## src/hdl/slx_pkg.sv

```systemverilog
package slx_pkg;

  localparam int OFFSET_BITS_DEF     = 20;
  localparam int KEYWORD_MAX_LEN_DEF = 6;
  localparam int LINE_BITS           = 21;
  localparam int KIND_BITS           = 6;
  localparam int ERR_BITS            = 2;
  localparam int QUEUE_DEPTH         = 4;
  localparam int MAX_RESULTS         = 3;
  localparam int CNT_BITS            = 2;

  localparam logic [LINE_BITS-1:0] LINE_LIMIT = 21'd1048576;

  localparam logic [ERR_BITS-1:0] ERR_NONE     = 2'd0;
  localparam logic [ERR_BITS-1:0] ERR_UNEXPECT = 2'd1;
  localparam logic [ERR_BITS-1:0] ERR_UNTERM   = 2'd2;
  localparam logic [ERR_BITS-1:0] ERR_DECIMAL  = 2'd3;

  localparam logic [KIND_BITS-1:0] K_ERROR   = 6'd0;
  localparam logic [KIND_BITS-1:0] K_NE      = 6'd8;
  localparam logic [KIND_BITS-1:0] K_NOT     = 6'd9;
  localparam logic [KIND_BITS-1:0] K_EQEQ    = 6'd17;
  localparam logic [KIND_BITS-1:0] K_ASSIGN  = 6'd18;
  localparam logic [KIND_BITS-1:0] K_LE      = 6'd21;
  localparam logic [KIND_BITS-1:0] K_LT      = 6'd22;
  localparam logic [KIND_BITS-1:0] K_GE      = 6'd23;
  localparam logic [KIND_BITS-1:0] K_GT      = 6'd24;
  localparam logic [KIND_BITS-1:0] K_BREAK   = 6'd7;
  localparam logic [KIND_BITS-1:0] K_STRING  = 6'd25;
  localparam logic [KIND_BITS-1:0] K_CSTRING = 6'd26;
  localparam logic [KIND_BITS-1:0] K_IDENT   = 6'd27;
  localparam logic [KIND_BITS-1:0] K_INT     = 6'd28;
  localparam logic [KIND_BITS-1:0] K_DECIMAL = 6'd29;
  localparam logic [KIND_BITS-1:0] K_KW0     = 6'd30;

  localparam logic [6:0] KIND_NONE = 7'd64;

  localparam int NUM_KW = 11;
  localparam logic [63:0] KW_TEXT [NUM_KW] = '{
    64'h6E66, 64'h746375727473, 64'h6669, 64'h65736C65, 64'h65757274,
    64'h65736C6166, 64'h646E61, 64'h726F, 64'h726F66, 64'h656C696877,
    64'h726F78
  };
  localparam logic [3:0] KW_LEN [NUM_KW] = '{
    4'd2, 4'd6, 4'd2, 4'd4, 4'd4, 4'd5, 4'd3, 4'd2, 4'd3, 4'd5, 4'd3
  };

  function automatic logic is_alpha(input logic [7:0] b);
    return (b >= "a" && b <= "z") || (b >= "A" && b <= "Z") || b == "_";
  endfunction

  function automatic logic is_digit(input logic [7:0] b);
    return b >= "0" && b <= "9";
  endfunction

  function automatic logic [6:0] single_kind(input logic [7:0] b);
    logic [6:0] k;
    case (b)
      "^": k = 7'd0;
      ".": k = 7'd1;
      "(": k = 7'd2;
      ")": k = 7'd3;
      "{": k = 7'd4;
      "}": k = 7'd5;
      ":": k = 7'd6;
      ",": k = 7'd10;
      "[": k = 7'd11;
      "]": k = 7'd12;
      "*": k = 7'd13;
      "/": k = 7'd14;
      "+": k = 7'd15;
      "-": k = 7'd16;
      "|": k = 7'd19;
      "&": k = 7'd20;
      default: k = KIND_NONE;
    endcase
    return k;
  endfunction

  // all eleven compares run side by side; first hit wins
  function automatic logic [KIND_BITS-1:0] kw_match(input logic [63:0] kbuf,
                                                    input logic [3:0] klen);
    logic [KIND_BITS-1:0] kind;
    logic hit;
    kind = K_IDENT;
    hit  = 1'b0;
    for (int k = 0; k < NUM_KW; k++) begin
      if (!hit && KW_LEN[k] == klen && KW_TEXT[k] == kbuf) begin
        kind = K_KW0 + KIND_BITS'(k);
        hit  = 1'b1;
      end
    end
    return kind;
  endfunction

endpackage

```

## src/hdl/slx_front.sv

```systemverilog
module slx_front #(
  parameter int OFFSET_BITS     = slx_pkg::OFFSET_BITS_DEF,
  parameter int KEYWORD_MAX_LEN = slx_pkg::KEYWORD_MAX_LEN_DEF,
  parameter int RW              = 6 + 2 * OFFSET_BITS + 1 + 21 + 2
) (
  input  logic                                 clk,
  input  logic                                 rst,
  input  logic                                 acc,
  input  logic [7:0]                           src_byte,
  input  logic                                 eos,
  output logic                                 push,
  output logic [slx_pkg::CNT_BITS+3*RW-1:0]    push_data
);
  import slx_pkg::*;

  localparam int OB  = OFFSET_BITS;
  localparam int KLW = $clog2(KEYWORD_MAX_LEN + 2);
  localparam int KBW = 8 * KEYWORD_MAX_LEN;
  localparam logic [OB:0] OFF_LIMIT = (OB+1)'(1) << OB;

  typedef enum logic [3:0] {
    M_IDLE, M_PENDOP, M_NLRUN, M_COMMENT, M_STRING, M_CSTRING,
    M_AFTERC, M_IDENT, M_NUMBER
  } mode_t;

  mode_t           mode, mode_next;
  logic [OB-1:0]   tstart, tstart_next;
  logic [OB:0]     boff, boff_next;
  logic [LINE_BITS-1:0] line, line_next;
  logic            seendec, seendec_next;
  logic [KBW-1:0]  kbuf, kbuf_next;
  logic [KLW-1:0]  klen, klen_next;
  logic [7:0]      pend, pend_next;
  logic            halted, halted_next;

  logic [RW-1:0]   res [MAX_RESULTS];
  logic [CNT_BITS-1:0] n;

  function automatic logic [RW-1:0] make_res(input logic [KIND_BITS-1:0] kind,
                                             input logic [OB+1:0] st,
                                             input logic [OB+1:0] en,
                                             input logic [ERR_BITS-1:0] err,
                                             input logic [LINE_BITS-1:0] ln);
    logic [OB+1:0] len;
    len = (en > st) ? en - st : '0;
    return {err, ln, len[OB:0], st[OB-1:0], kind};
  endfunction

  function automatic logic [OB-1:0] clamp(input logic [OB+1:0] v);
    return (v[OB+1:OB] != 2'b00) ? {OB{1'b1}} : v[OB-1:0];
  endfunction

  function automatic logic [KIND_BITS-1:0] op_kind(input logic [7:0] op,
                                                   input logic two);
    logic [KIND_BITS-1:0] k;
    case (op)
      "!": k = two ? K_NE : K_NOT;
      "=": k = two ? K_EQEQ : K_ASSIGN;
      "<": k = two ? K_LE : K_LT;
      default: k = two ? K_GE : K_GT;
    endcase
    return k;
  endfunction

  always_comb begin
    logic [OB+1:0] off, off1, ts;
    logic consumed;
    logic [6:0] sk;
    logic [KIND_BITS-1:0] kk;

    mode_next    = mode;
    tstart_next  = tstart;
    boff_next    = boff;
    line_next    = line;
    seendec_next = seendec;
    kbuf_next    = kbuf;
    klen_next    = klen;
    pend_next    = pend;
    halted_next  = halted;
    for (int i = 0; i < MAX_RESULTS; i++) res[i] = '0;
    n        = '0;
    consumed = 1'b0;
    off  = {1'b0, boff};
    off1 = off + 1'b1;
    ts   = {2'b00, tstart};
    sk   = single_kind(src_byte);
    kk   = '0;

    if (halted) begin
      if (eos) begin
        mode_next = M_IDLE; tstart_next = '0; boff_next = '0;
        line_next = LINE_BITS'(1); seendec_next = 1'b0; kbuf_next = '0;
        klen_next = '0; pend_next = '0; halted_next = 1'b0;
      end
    end else begin
      case (mode)
        M_PENDOP: begin
          if (src_byte == "=") begin
            res[n] = make_res(op_kind(pend, 1'b1), ts, off1, ERR_NONE, line_next);
            consumed = 1'b1;
          end else begin
            res[n] = make_res(op_kind(pend, 1'b0), ts, ts + 1'b1, ERR_NONE, line_next);
          end
          n = n + 1'b1;
          pend_next = '0;
          mode_next = M_IDLE;
        end
        M_NLRUN: begin
          if (src_byte == "\n") begin
            if (line_next < LINE_LIMIT) line_next = line_next + 1'b1;
            consumed = 1'b1;
          end else begin
            mode_next = M_IDLE;
          end
        end
        M_COMMENT: begin
          if (src_byte == "\n") mode_next = M_IDLE;
          else consumed = 1'b1;
        end
        M_STRING, M_CSTRING: begin
          if (src_byte == "\"") begin
            res[n] = make_res((mode == M_STRING) ? K_STRING : K_CSTRING, ts, off,
                              ERR_NONE, line_next);
            n = n + 1'b1;
            mode_next = M_IDLE;
          end
          consumed = 1'b1;
        end
        M_AFTERC, M_IDENT: begin
          if (mode == M_AFTERC && src_byte == "\"") begin
            tstart_next = clamp(off1);
            mode_next   = M_CSTRING;
            consumed    = 1'b1;
          end else if (is_alpha(src_byte) || is_digit(src_byte)) begin
            for (int i = 0; i < KEYWORD_MAX_LEN; i++)
              if (klen_next == KLW'(i)) kbuf_next[8*i +: 8] = src_byte;
            if (klen_next <= KLW'(KEYWORD_MAX_LEN)) klen_next = klen_next + 1'b1;
            mode_next = M_IDENT;
            consumed  = 1'b1;
          end else begin
            kk = kw_match(64'(kbuf_next), 4'(klen_next));
            res[n] = make_res(kk, ts, off, ERR_NONE, line_next);
            n = n + 1'b1;
            mode_next = M_IDLE;
          end
        end
        M_NUMBER: begin
          if (is_digit(src_byte)) begin
            consumed = 1'b1;
          end else if (src_byte == ".") begin
            consumed = 1'b1;
            if (seendec) begin
              res[n] = make_res(K_ERROR, off, off, ERR_DECIMAL, line_next);
              n = n + 1'b1;
              halted_next = 1'b1;
              mode_next   = M_IDLE;
            end else begin
              seendec_next = 1'b1;
            end
          end else begin
            res[n] = make_res(seendec ? K_DECIMAL : K_INT, ts, off, ERR_NONE, line_next);
            n = n + 1'b1;
            mode_next = M_IDLE;
          end
        end
        default: mode_next = M_IDLE;
      endcase

      if (!consumed && !halted_next) begin
        tstart_next = clamp(off);
        if (src_byte == " " || src_byte == "\r" || src_byte == "\t") begin
          // whitespace: nothing
        end else if (src_byte == "\n") begin
          if (line_next < LINE_LIMIT) line_next = line_next + 1'b1;
          res[n] = make_res(K_BREAK, {2'b00, clamp(off)}, off1, ERR_NONE, line_next);
          n = n + 1'b1;
          mode_next = M_NLRUN;
        end else if (src_byte == "\"") begin
          tstart_next = clamp(off1);
          mode_next   = M_STRING;
        end else if (src_byte == "!" || src_byte == "=" || src_byte == "<" ||
                     src_byte == ">") begin
          pend_next = src_byte;
          mode_next = M_PENDOP;
        end else if (sk != KIND_NONE) begin
          res[n] = make_res(sk[KIND_BITS-1:0], {2'b00, clamp(off)}, off1, ERR_NONE,
                            line_next);
          n = n + 1'b1;
        end else if (src_byte == "#") begin
          mode_next = M_COMMENT;
        end else if (is_alpha(src_byte)) begin
          kbuf_next = '0;
          kbuf_next[7:0] = src_byte;
          klen_next = KLW'(1);
          mode_next = (src_byte == "c") ? M_AFTERC : M_IDENT;
        end else if (is_digit(src_byte)) begin
          seendec_next = 1'b0;
          mode_next    = M_NUMBER;
        end else begin
          res[n] = make_res(K_ERROR, off, off, ERR_UNEXPECT, line_next);
          n = n + 1'b1;
          halted_next = 1'b1;
          mode_next   = M_IDLE;
        end
      end

      if (boff < OFF_LIMIT) boff_next = boff + 1'b1;

      if (eos) begin
        if (!halted_next) begin
          case (mode_next)
            M_PENDOP: begin
              res[n] = make_res(op_kind(pend_next, 1'b0), {2'b00, tstart_next},
                                {2'b00, tstart_next} + 1'b1, ERR_NONE, line_next);
              n = n + 1'b1;
            end
            M_STRING, M_CSTRING: begin
              res[n] = make_res(K_ERROR, off, off, ERR_UNTERM, line_next);
              n = n + 1'b1;
            end
            M_AFTERC, M_IDENT: begin
              kk = kw_match(64'(kbuf_next), 4'(klen_next));
              res[n] = make_res(kk, {2'b00, tstart_next}, {1'b0, boff_next},
                                ERR_NONE, line_next);
              n = n + 1'b1;
            end
            M_NUMBER: begin
              res[n] = make_res(seendec_next ? K_DECIMAL : K_INT, {2'b00, tstart_next},
                                {1'b0, boff_next}, ERR_NONE, line_next);
              n = n + 1'b1;
            end
            default: ;
          endcase
        end
        mode_next = M_IDLE; tstart_next = '0; boff_next = '0;
        line_next = LINE_BITS'(1); seendec_next = 1'b0; kbuf_next = '0;
        klen_next = '0; pend_next = '0; halted_next = 1'b0;
      end
    end
  end

  assign push      = acc && (n != '0);
  assign push_data = {res[2], res[1], res[0], n};

  always_ff @(posedge clk) begin
    if (rst) begin
      mode <= M_IDLE; tstart <= '0; boff <= '0; line <= LINE_BITS'(1);
      seendec <= 1'b0; kbuf <= '0; klen <= '0; pend <= '0; halted <= 1'b0;
    end else if (acc) begin
      mode <= mode_next; tstart <= tstart_next; boff <= boff_next;
      line <= line_next; seendec <= seendec_next; kbuf <= kbuf_next;
      klen <= klen_next; pend <= pend_next; halted <= halted_next;
    end
  end

endmodule

```

## src/hdl/slx_fifo.sv

```systemverilog
module slx_fifo #(
  parameter int W = 8
) (
  input  logic         clk,
  input  logic         rst,
  input  logic         push,
  input  logic [W-1:0] wdata,
  output logic         full,
  input  logic         pop,
  output logic         avail,
  output logic [W-1:0] rdata
);
  import slx_pkg::*;

  localparam int PW = $clog2(QUEUE_DEPTH);

  logic [W-1:0] mem [QUEUE_DEPTH];
  logic [PW-1:0] wptr, rptr;
  logic [PW:0]   count;

  assign full  = count == (PW+1)'(QUEUE_DEPTH);
  assign avail = count != '0;
  assign rdata = mem[rptr];

  always_ff @(posedge clk) begin
    if (push) mem[wptr] <= wdata;
  end

  always_ff @(posedge clk) begin
    if (rst) begin
      wptr <= '0; rptr <= '0; count <= '0;
    end else begin
      if (push) wptr <= wptr + 1'b1;
      if (pop) rptr <= rptr + 1'b1;
      case ({push, pop})
        2'b10: count <= count + 1'b1;
        2'b01: count <= count - 1'b1;
        default: count <= count;
      endcase
    end
  end

endmodule

```

## src/hdl/slx_back.sv

```systemverilog
module slx_back #(
  parameter int RW  = 70,
  parameter int TDW = 72
) (
  input  logic                                 clk,
  input  logic                                 rst,
  input  logic                                 avail,
  input  logic [slx_pkg::CNT_BITS+3*RW-1:0]    grp_in,
  output logic                                 pop,
  output logic                                 m_tvalid,
  input  logic                                 m_tready,
  output logic [TDW-1:0]                       m_tdata,
  output logic                                 m_tlast
);
  import slx_pkg::*;

  logic                              grp_valid;
  logic [CNT_BITS+3*RW-1:0]          grp;
  logic [CNT_BITS-1:0]               idx;
  logic [CNT_BITS-1:0]               cnt;
  logic                              load, last;
  logic [RW-1:0]                     cur;

  assign cnt  = grp[CNT_BITS-1:0];
  assign cur  = grp[CNT_BITS + RW*idx +: RW];
  assign last = idx == cnt - 1'b1;
  assign load = grp_valid && (!m_tvalid || m_tready);
  assign pop  = avail && (!grp_valid || (load && last));

  always_ff @(posedge clk) begin
    if (rst) begin
      grp_valid <= 1'b0;
      idx       <= '0;
      m_tvalid  <= 1'b0;
    end else begin
      if (load) m_tvalid <= 1'b1;
      else if (m_tready) m_tvalid <= 1'b0;
      if (pop) begin
        grp_valid <= 1'b1;
        idx       <= '0;
      end else if (load) begin
        if (last) grp_valid <= 1'b0;
        idx <= idx + 1'b1;
      end
    end
  end

  always_ff @(posedge clk) begin
    if (pop) grp <= grp_in;
    if (load) begin
      m_tdata <= TDW'(cur);
      m_tlast <= last;
    end
  end

endmodule

```

## src/hdl/source_lexer.sv

```systemverilog
// channel  | dir | tdata (low bit up)                               | tlast
// s_axis   | in  | source_byte[7:0]                                 | end_of_source
// m_axis   | out | token_kind, lexeme_start, lexeme_length,         | last_of_run
//          |     | line_number, error_code, zero pad to bytes        |
// One source byte per cycle is scanned while s_tready is high; each byte
// yields zero to three tokens. Tokens leave one per cycle through the output
// register while m_tready is high, so bursts of several tokens per byte are
// absorbed by a four-entry group queue. s_tready drops only when that queue is
// full. rst is synchronous and returns the scanner to line 1, offset 0.
module source_lexer #(
  parameter int OFFSET_BITS     = slx_pkg::OFFSET_BITS_DEF,
  parameter int KEYWORD_MAX_LEN = slx_pkg::KEYWORD_MAX_LEN_DEF,
  localparam int RW  = slx_pkg::KIND_BITS + 2 * OFFSET_BITS + 1 + slx_pkg::LINE_BITS
                       + slx_pkg::ERR_BITS,
  localparam int TDW = ((RW + 7) / 8) * 8
) (
  input  logic           clk,
  input  logic           rst,
  input  logic           s_tvalid,
  output logic           s_tready,
  input  logic [7:0]     s_tdata,   // source_byte
  input  logic           s_tlast,
  output logic           m_tvalid,
  input  logic           m_tready,
  output logic [TDW-1:0] m_tdata,   // token_kind, lexeme_start, lexeme_length,
                                    // line_number, error_code
  output logic           m_tlast
);
  import slx_pkg::*;

  localparam int GW = CNT_BITS + 3 * RW;

  logic          full, push, pop, avail, acc;
  logic [GW-1:0] wdata, rdata;

  assign s_tready = !full;
  assign acc      = s_tvalid && s_tready;

  slx_front #(
    .OFFSET_BITS(OFFSET_BITS), .KEYWORD_MAX_LEN(KEYWORD_MAX_LEN), .RW(RW)
  ) u_front (
    .clk(clk), .rst(rst), .acc(acc), .src_byte(s_tdata), .eos(s_tlast),
    .push(push), .push_data(wdata)
  );

  slx_fifo #(.W(GW)) u_fifo (
    .clk(clk), .rst(rst), .push(push), .wdata(wdata), .full(full),
    .pop(pop), .avail(avail), .rdata(rdata)
  );

  slx_back #(.RW(RW), .TDW(TDW)) u_back (
    .clk(clk), .rst(rst), .avail(avail), .grp_in(rdata), .pop(pop),
    .m_tvalid(m_tvalid), .m_tready(m_tready), .m_tdata(m_tdata), .m_tlast(m_tlast)
  );

endmodule
```

## config.mk

```make
export PLATFORM = sky130hd
export DESIGN_NAME = source_lexer
export DESIGN_NICKNAME = d
export VERILOG_FILES = /design/src/hdl/slx_pkg.sv /design/src/hdl/slx_front.sv /design/src/hdl/slx_fifo.sv /design/src/hdl/slx_back.sv /design/src/hdl/source_lexer.sv
export SDC_FILE = /design/constraint.sdc
export NUM_CORES = 2
export LEC_CHECK = 0
export BUFFER_PORTS_ARGS = -buffer_cell sky130_fd_sc_hd__clkbuf_2
export CORE_AREA = 2 2 506 508
export CTS_BUF_LIST = sky130_fd_sc_hd__clkbuf_2 sky130_fd_sc_hd__clkbuf_4 sky130_fd_sc_hd__clkbuf_8
export CTS_CLUSTER_DIAMETER = 30
export CTS_CLUSTER_SIZE = 8
export DETAILED_ROUTE_END_ITERATION = 8
export DIE_AREA = 0 0 508 510
export GPL_TIMING_DRIVEN = 0
export PLACE_DENSITY_LB_ADDON = 0.05
export SKIP_CTS_REPAIR_TIMING = 1
export SLEW_MARGIN = 20
export SYNTH_ARGS = -nofsm -noshare
export SYNTH_HDL_FRONTEND = slang
export SYNTH_HIERARCHICAL = 1
export SYNTH_SLANG_ARGS = --single-unit
export TNS_END_PERCENT = 30
```

## constraint.sdc

```tcl
create_clock -name clk -period 10.6 [get_ports clk]
set_input_delay 0.53 -clock clk [delete_from_list [all_inputs] [get_ports clk]]
set_output_delay 0.53 -clock clk [all_outputs]
set_load 0.01 [all_outputs]
```

==> results.sh <==
export IMPL_cts_tree="yes"
export IMPL_wirelength_um=276000
export IMPL_power_switching_w=0.00524
export IMPL_pwr_share_clk_pct=41.4
export IMPL_clk_pin_slew_ns=0.04
export IMPL_floorplan_initialDensity_pct=24.9
export IMPL_yosysUniqueCellTypes=108
export IMPL_crit_path_top_delay_cell="nor3_1"
export IMPL_worstHoldStart="s_tvalid"
export IMPL_place_gp_congestion=0.930
export IMPL_fillers=25600
export IMPL_drc=0
export IMPL_die_area_mm2=0.259
export IMPL_ir_drop_uv=117
export IMPL_synth_mux_area_fraction_pct=9.51
export IMPL_synth_edf_count=1131
export IMPL_skew_ns=0.0974
export IMPL_slew_viol_final=0
export IMPL_syn_inst=5023
export IMPL_slew_headroom_pct=15.3
export IMPL_path_class="register to register"
export IMPL_holdPathEnd="u_front/halted"
export IMPL_max_freq_ghz=0.0966
export IMPL_layout_drive_gt1_share_pct=20.4
export IMPL_synth_top_family_by_area="compound AO/OA/AOI/OAI gates"
export IMPL_die_y_um=510
export IMPL_final_util_pct=30.5
export IMPL_via_per_inst=5.03
export IMPL_slowest_delay_ns=0.76
export IMPL_numPortBuffers=83
export IMPL_synth_simple_area_share_pct=11.4
export IMPL_critPathArrivalTime_ns=10.98
export IMPL_vias=46300
export IMPL_postRouteAntennaNets=0
export IMPL_rsz0062_at_grt="false"
export IMPL_p_leak_nw=26.2
export IMPL_grtUsageTotal_pct=20.8
export IMPL_dpl_hpwl_um=208000
export IMPL_power_frac_comb_pct=20.7
export IMPL_worstPathMaxFanout=10
export IMPL_reg2reg_from="u_front/boff[1]"
export IMPL_r2r_cells=30
export IMPL_synth_xor_area_share_pct=3.42
export IMPL_post_route_period_util_pct=97.6
export IMPL_cts_sinks=1271
export IMPL_yosys_warnings=6
export IMPL_synth_fa_ha_area_share_pct=2.89
export IMPL_cts_root_buf="clkbuf_8"
export IMPL_grt_remaining_overflow=0
export IMPL_crit_family="simple AND/OR/NAND/NOR gates"
export IMPL_async_flop_share_pct=0
export IMPL_syn_avg_cell_area_um2=12.6
export IMPL_ys_ff_latch=1271
export IMPL_nets=5682
export IMPL_whs_ns=0.214
export IMPL_syn_cell_area_mm2=0.0630
export IMPL_worst_pin_slew_ns=1.23
export IMPL_antenna_found_initial=21
export IMPL_seqPwrFrac_pct=37.9
export IMPL_die_width_um=508
export IMPL_r2r_end="u_fifo/mem[1][28]"
export IMPL_pwr_density_cell_mw_per_mm2=234
export IMPL_layout_cells_non_filler=9202
export IMPL_hold_path_depth=4
export IMPL_setup_violations=0
export IMPL_hold_path_class="primary input to register"
export IMPL_num_io_pins=88
export IMPL_rows=185
export IMPL_netSwitchingFraction_pct=29.0
export IMPL_dp_cells=8528
export IMPL_post_route_min_period_ns=10.35
export IMPL_grt_max_degree=45
export IMPL_area_growth_pct=22.7
export IMPL_h_tree_depth=5
export IMPL_numCtsBuffers=360
export IMPL_clockBufferDepth=4
export IMPL_rrSetupSlack_ns=0.25
export IMPL_status="completed"
export IMPL_clock_latency_ns=1.00
export IMPL_core_mm2=0.253
export IMPL_cp_num_buf_inv=8
export IMPL_hold_viol=0
export IMPL_ys_seq_area_share_pct=58.3
export IMPL_dr_pass1_iters=6
export IMPL_tns_ns=0
export IMPL_wl_per_cell_um=29.9
export IMPL_start_kind="register"
export IMPL_cap_viol_max_count=0
export IMPL_ys_flop_type="edfxtp_1"
export IMPL_p_int_w=0.0129
export IMPL_grt_pass1_wl_um=378000
export IMPL_first_iter_violations=4227
export IMPL_end_kind="register"
export IMPL_first_global_vias=46100
export IMPL_synth_compound_area_share_pct=11.4
export IMPL_cp_data_required_time_ns=11.23
## metal layers
layer | vias to the layer above | GRT usage, % | part of all wire (%)
met5 | - | 0 | 0.019
met4 | 8 | 5.83 | 2.5
met3 | 386 | 3.11 | 5.2
met2 | 1534 | 32.1 | 44
met1 | 23800 | 30.2 | 48
li1 | 20500 | - | -
## logic make-up after synthesis
group,Yosys count
AO/OA/AOI/OAI,1092
XOR/XNOR,245
adder cells (fa/ha/maj),143
buffers and inverters,443
flip-flops,1271
multiplexers,332
other,2
AND/OR/NAND/NOR,1495
## worst max path at each step
stage	depth (start not counted)	endpoint	from	slack (ns)
after global placement	18	u_fifo/mem[0][31]	s_tdata[7]	-8.47
after global routing	30	u_fifo/mem[1][28]	u_front/boff[1]	0.03
final	30	u_fifo/mem[1][28]	u_front/boff[1]	0.25
after floorplan	17	u_fifo/mem[0][0]	s_tdata[7]	1.05
after CTS	31	u_fifo/mem[0][46]	u_front/boff[1]	-0.12
after detailed placement	31	u_fifo/mem[0][46]	u_front/boff[1]	-0.12
## state kept, by name, summed over array words and instances, names as in the netlist, 2 cells and up, named ones only
name            flops
u_fifo/mem        848
u_back/grp        212
u_back/m_tdata     70
u_front/kbuf       48
u_front/boff       21
u_front/line       21
u_front/tstart     20
u_front/pend        8
u_front/mode        4
u_fifo/count        3
u_front/klen        3
u_back/idx          2
u_fifo/rptr         2
u_fifo/wptr         2
## power groups by stage
stage | clock, W | sequential [W] | combinational (W)
5_1_grt | 0.00799 | 0.00693 | 0.00405
3_5_place_dp | 0 | 0.00696 | 0.00388
3_3_place_gp | 0 | 0.00738 | 0.00351
6_report | 0.00750 | 0.00686 | 0.00376
4_1_cts | 0.00773 | 0.00687 | 0.00389
2_1_floorplan | 0 | 0.00715 | 0.00206
## cell usage in the layout (no fill, tap or decap), types with 41 or more instances in the layout
master / count
a22oi_1: 157
clkinv_1: 54
nand4_1: 48
clkbuf_1: 181
inv_1: 122
nand2_1: 318
ha_1: 139
a211oi_1: 52
clkinv_2: 58
clkbuf_2: 98
nor2_1: 539
bufinv_16: 56
xor2_1: 106
mux2i_1: 101
a21oi_1: 288
buf_2: 69
o21ai_0: 212
mux4_2: 212
xnor2_1: 137
nor4_1: 41
clkbuf_4: 69
and3_1: 51
nand3_1: 87
clkbuf_8: 372
edfxtp_1: 1131
nor3_1: 135
dfxtp_1: 140
## synthesized netlist by cell type, types with 42 or more instances
| cell | instances | area, um2 |
|---|---|---|
| a211oi_1 | 59 | 443 |
| a21oi_1 | 290 | 1450 |
| a22oi_1 | 157 | 1180 |
| and3_1 | 51 | 319 |
| buf_2 | 67 | 335 |
| clkbuf_1 | 196 | 736 |
| dfxtp_1 | 140 | 2800 |
| edfxtp_1 | 1131 | 34000 |
| ha_1 | 139 | 1740 |
| inv_1 | 122 | 458 |
| mux2i_1 | 105 | 1050 |
| mux4_2 | 212 | 4770 |
| nand2_1 | 318 | 1190 |
| nand3_1 | 87 | 435 |
| nand4_1 | 48 | 300 |
| nor2_1 | 540 | 2030 |
| nor3_1 | 143 | 716 |
| nor4_1 | 42 | 263 |
| o21ai_0 | 215 | 1080 |
| xnor2_1 | 137 | 1200 |
| xor2_1 | 107 | 937 |
## per-stage QoR
step / instance area (um2) / total power [W] / setup slack, ns
6_report: 77400 / 0.0181 / 0.252
5_1_grt: 77300 / 0.0190 / 0.0267
4_1_cts: 77300 / 0.0185 / -0.124
3_5_place_dp: 69000 / 0.0108 / -0.115
3_3_place_gp: 67700 / 0.0109 / -8.47
2_1_floorplan: 63000 / 0.00920 / 1.05
## worst min-delay path, cell delays in order
cell and delay, ns:
clkbuf_2 0.08, nor2b_2 0.25, a21oi_1 0.16, a211oi_1 0.05
## final cells by class
type                    instances  area (um2)  area share [%]
clock buffers                 441        5640            7.29
inverters                     125         469           0.606
clock inverters               213        2570            3.32
diodes                         18        45.0          0.0582
repair buffers                141        1650            2.13
flip-flops and latches       1271       36800            47.5
multi-input cells            3310       24500            31.7
well taps                    3366        4210            5.44
plain buffers                 317        1500            1.94
Power figures use the tool's default switching activity.
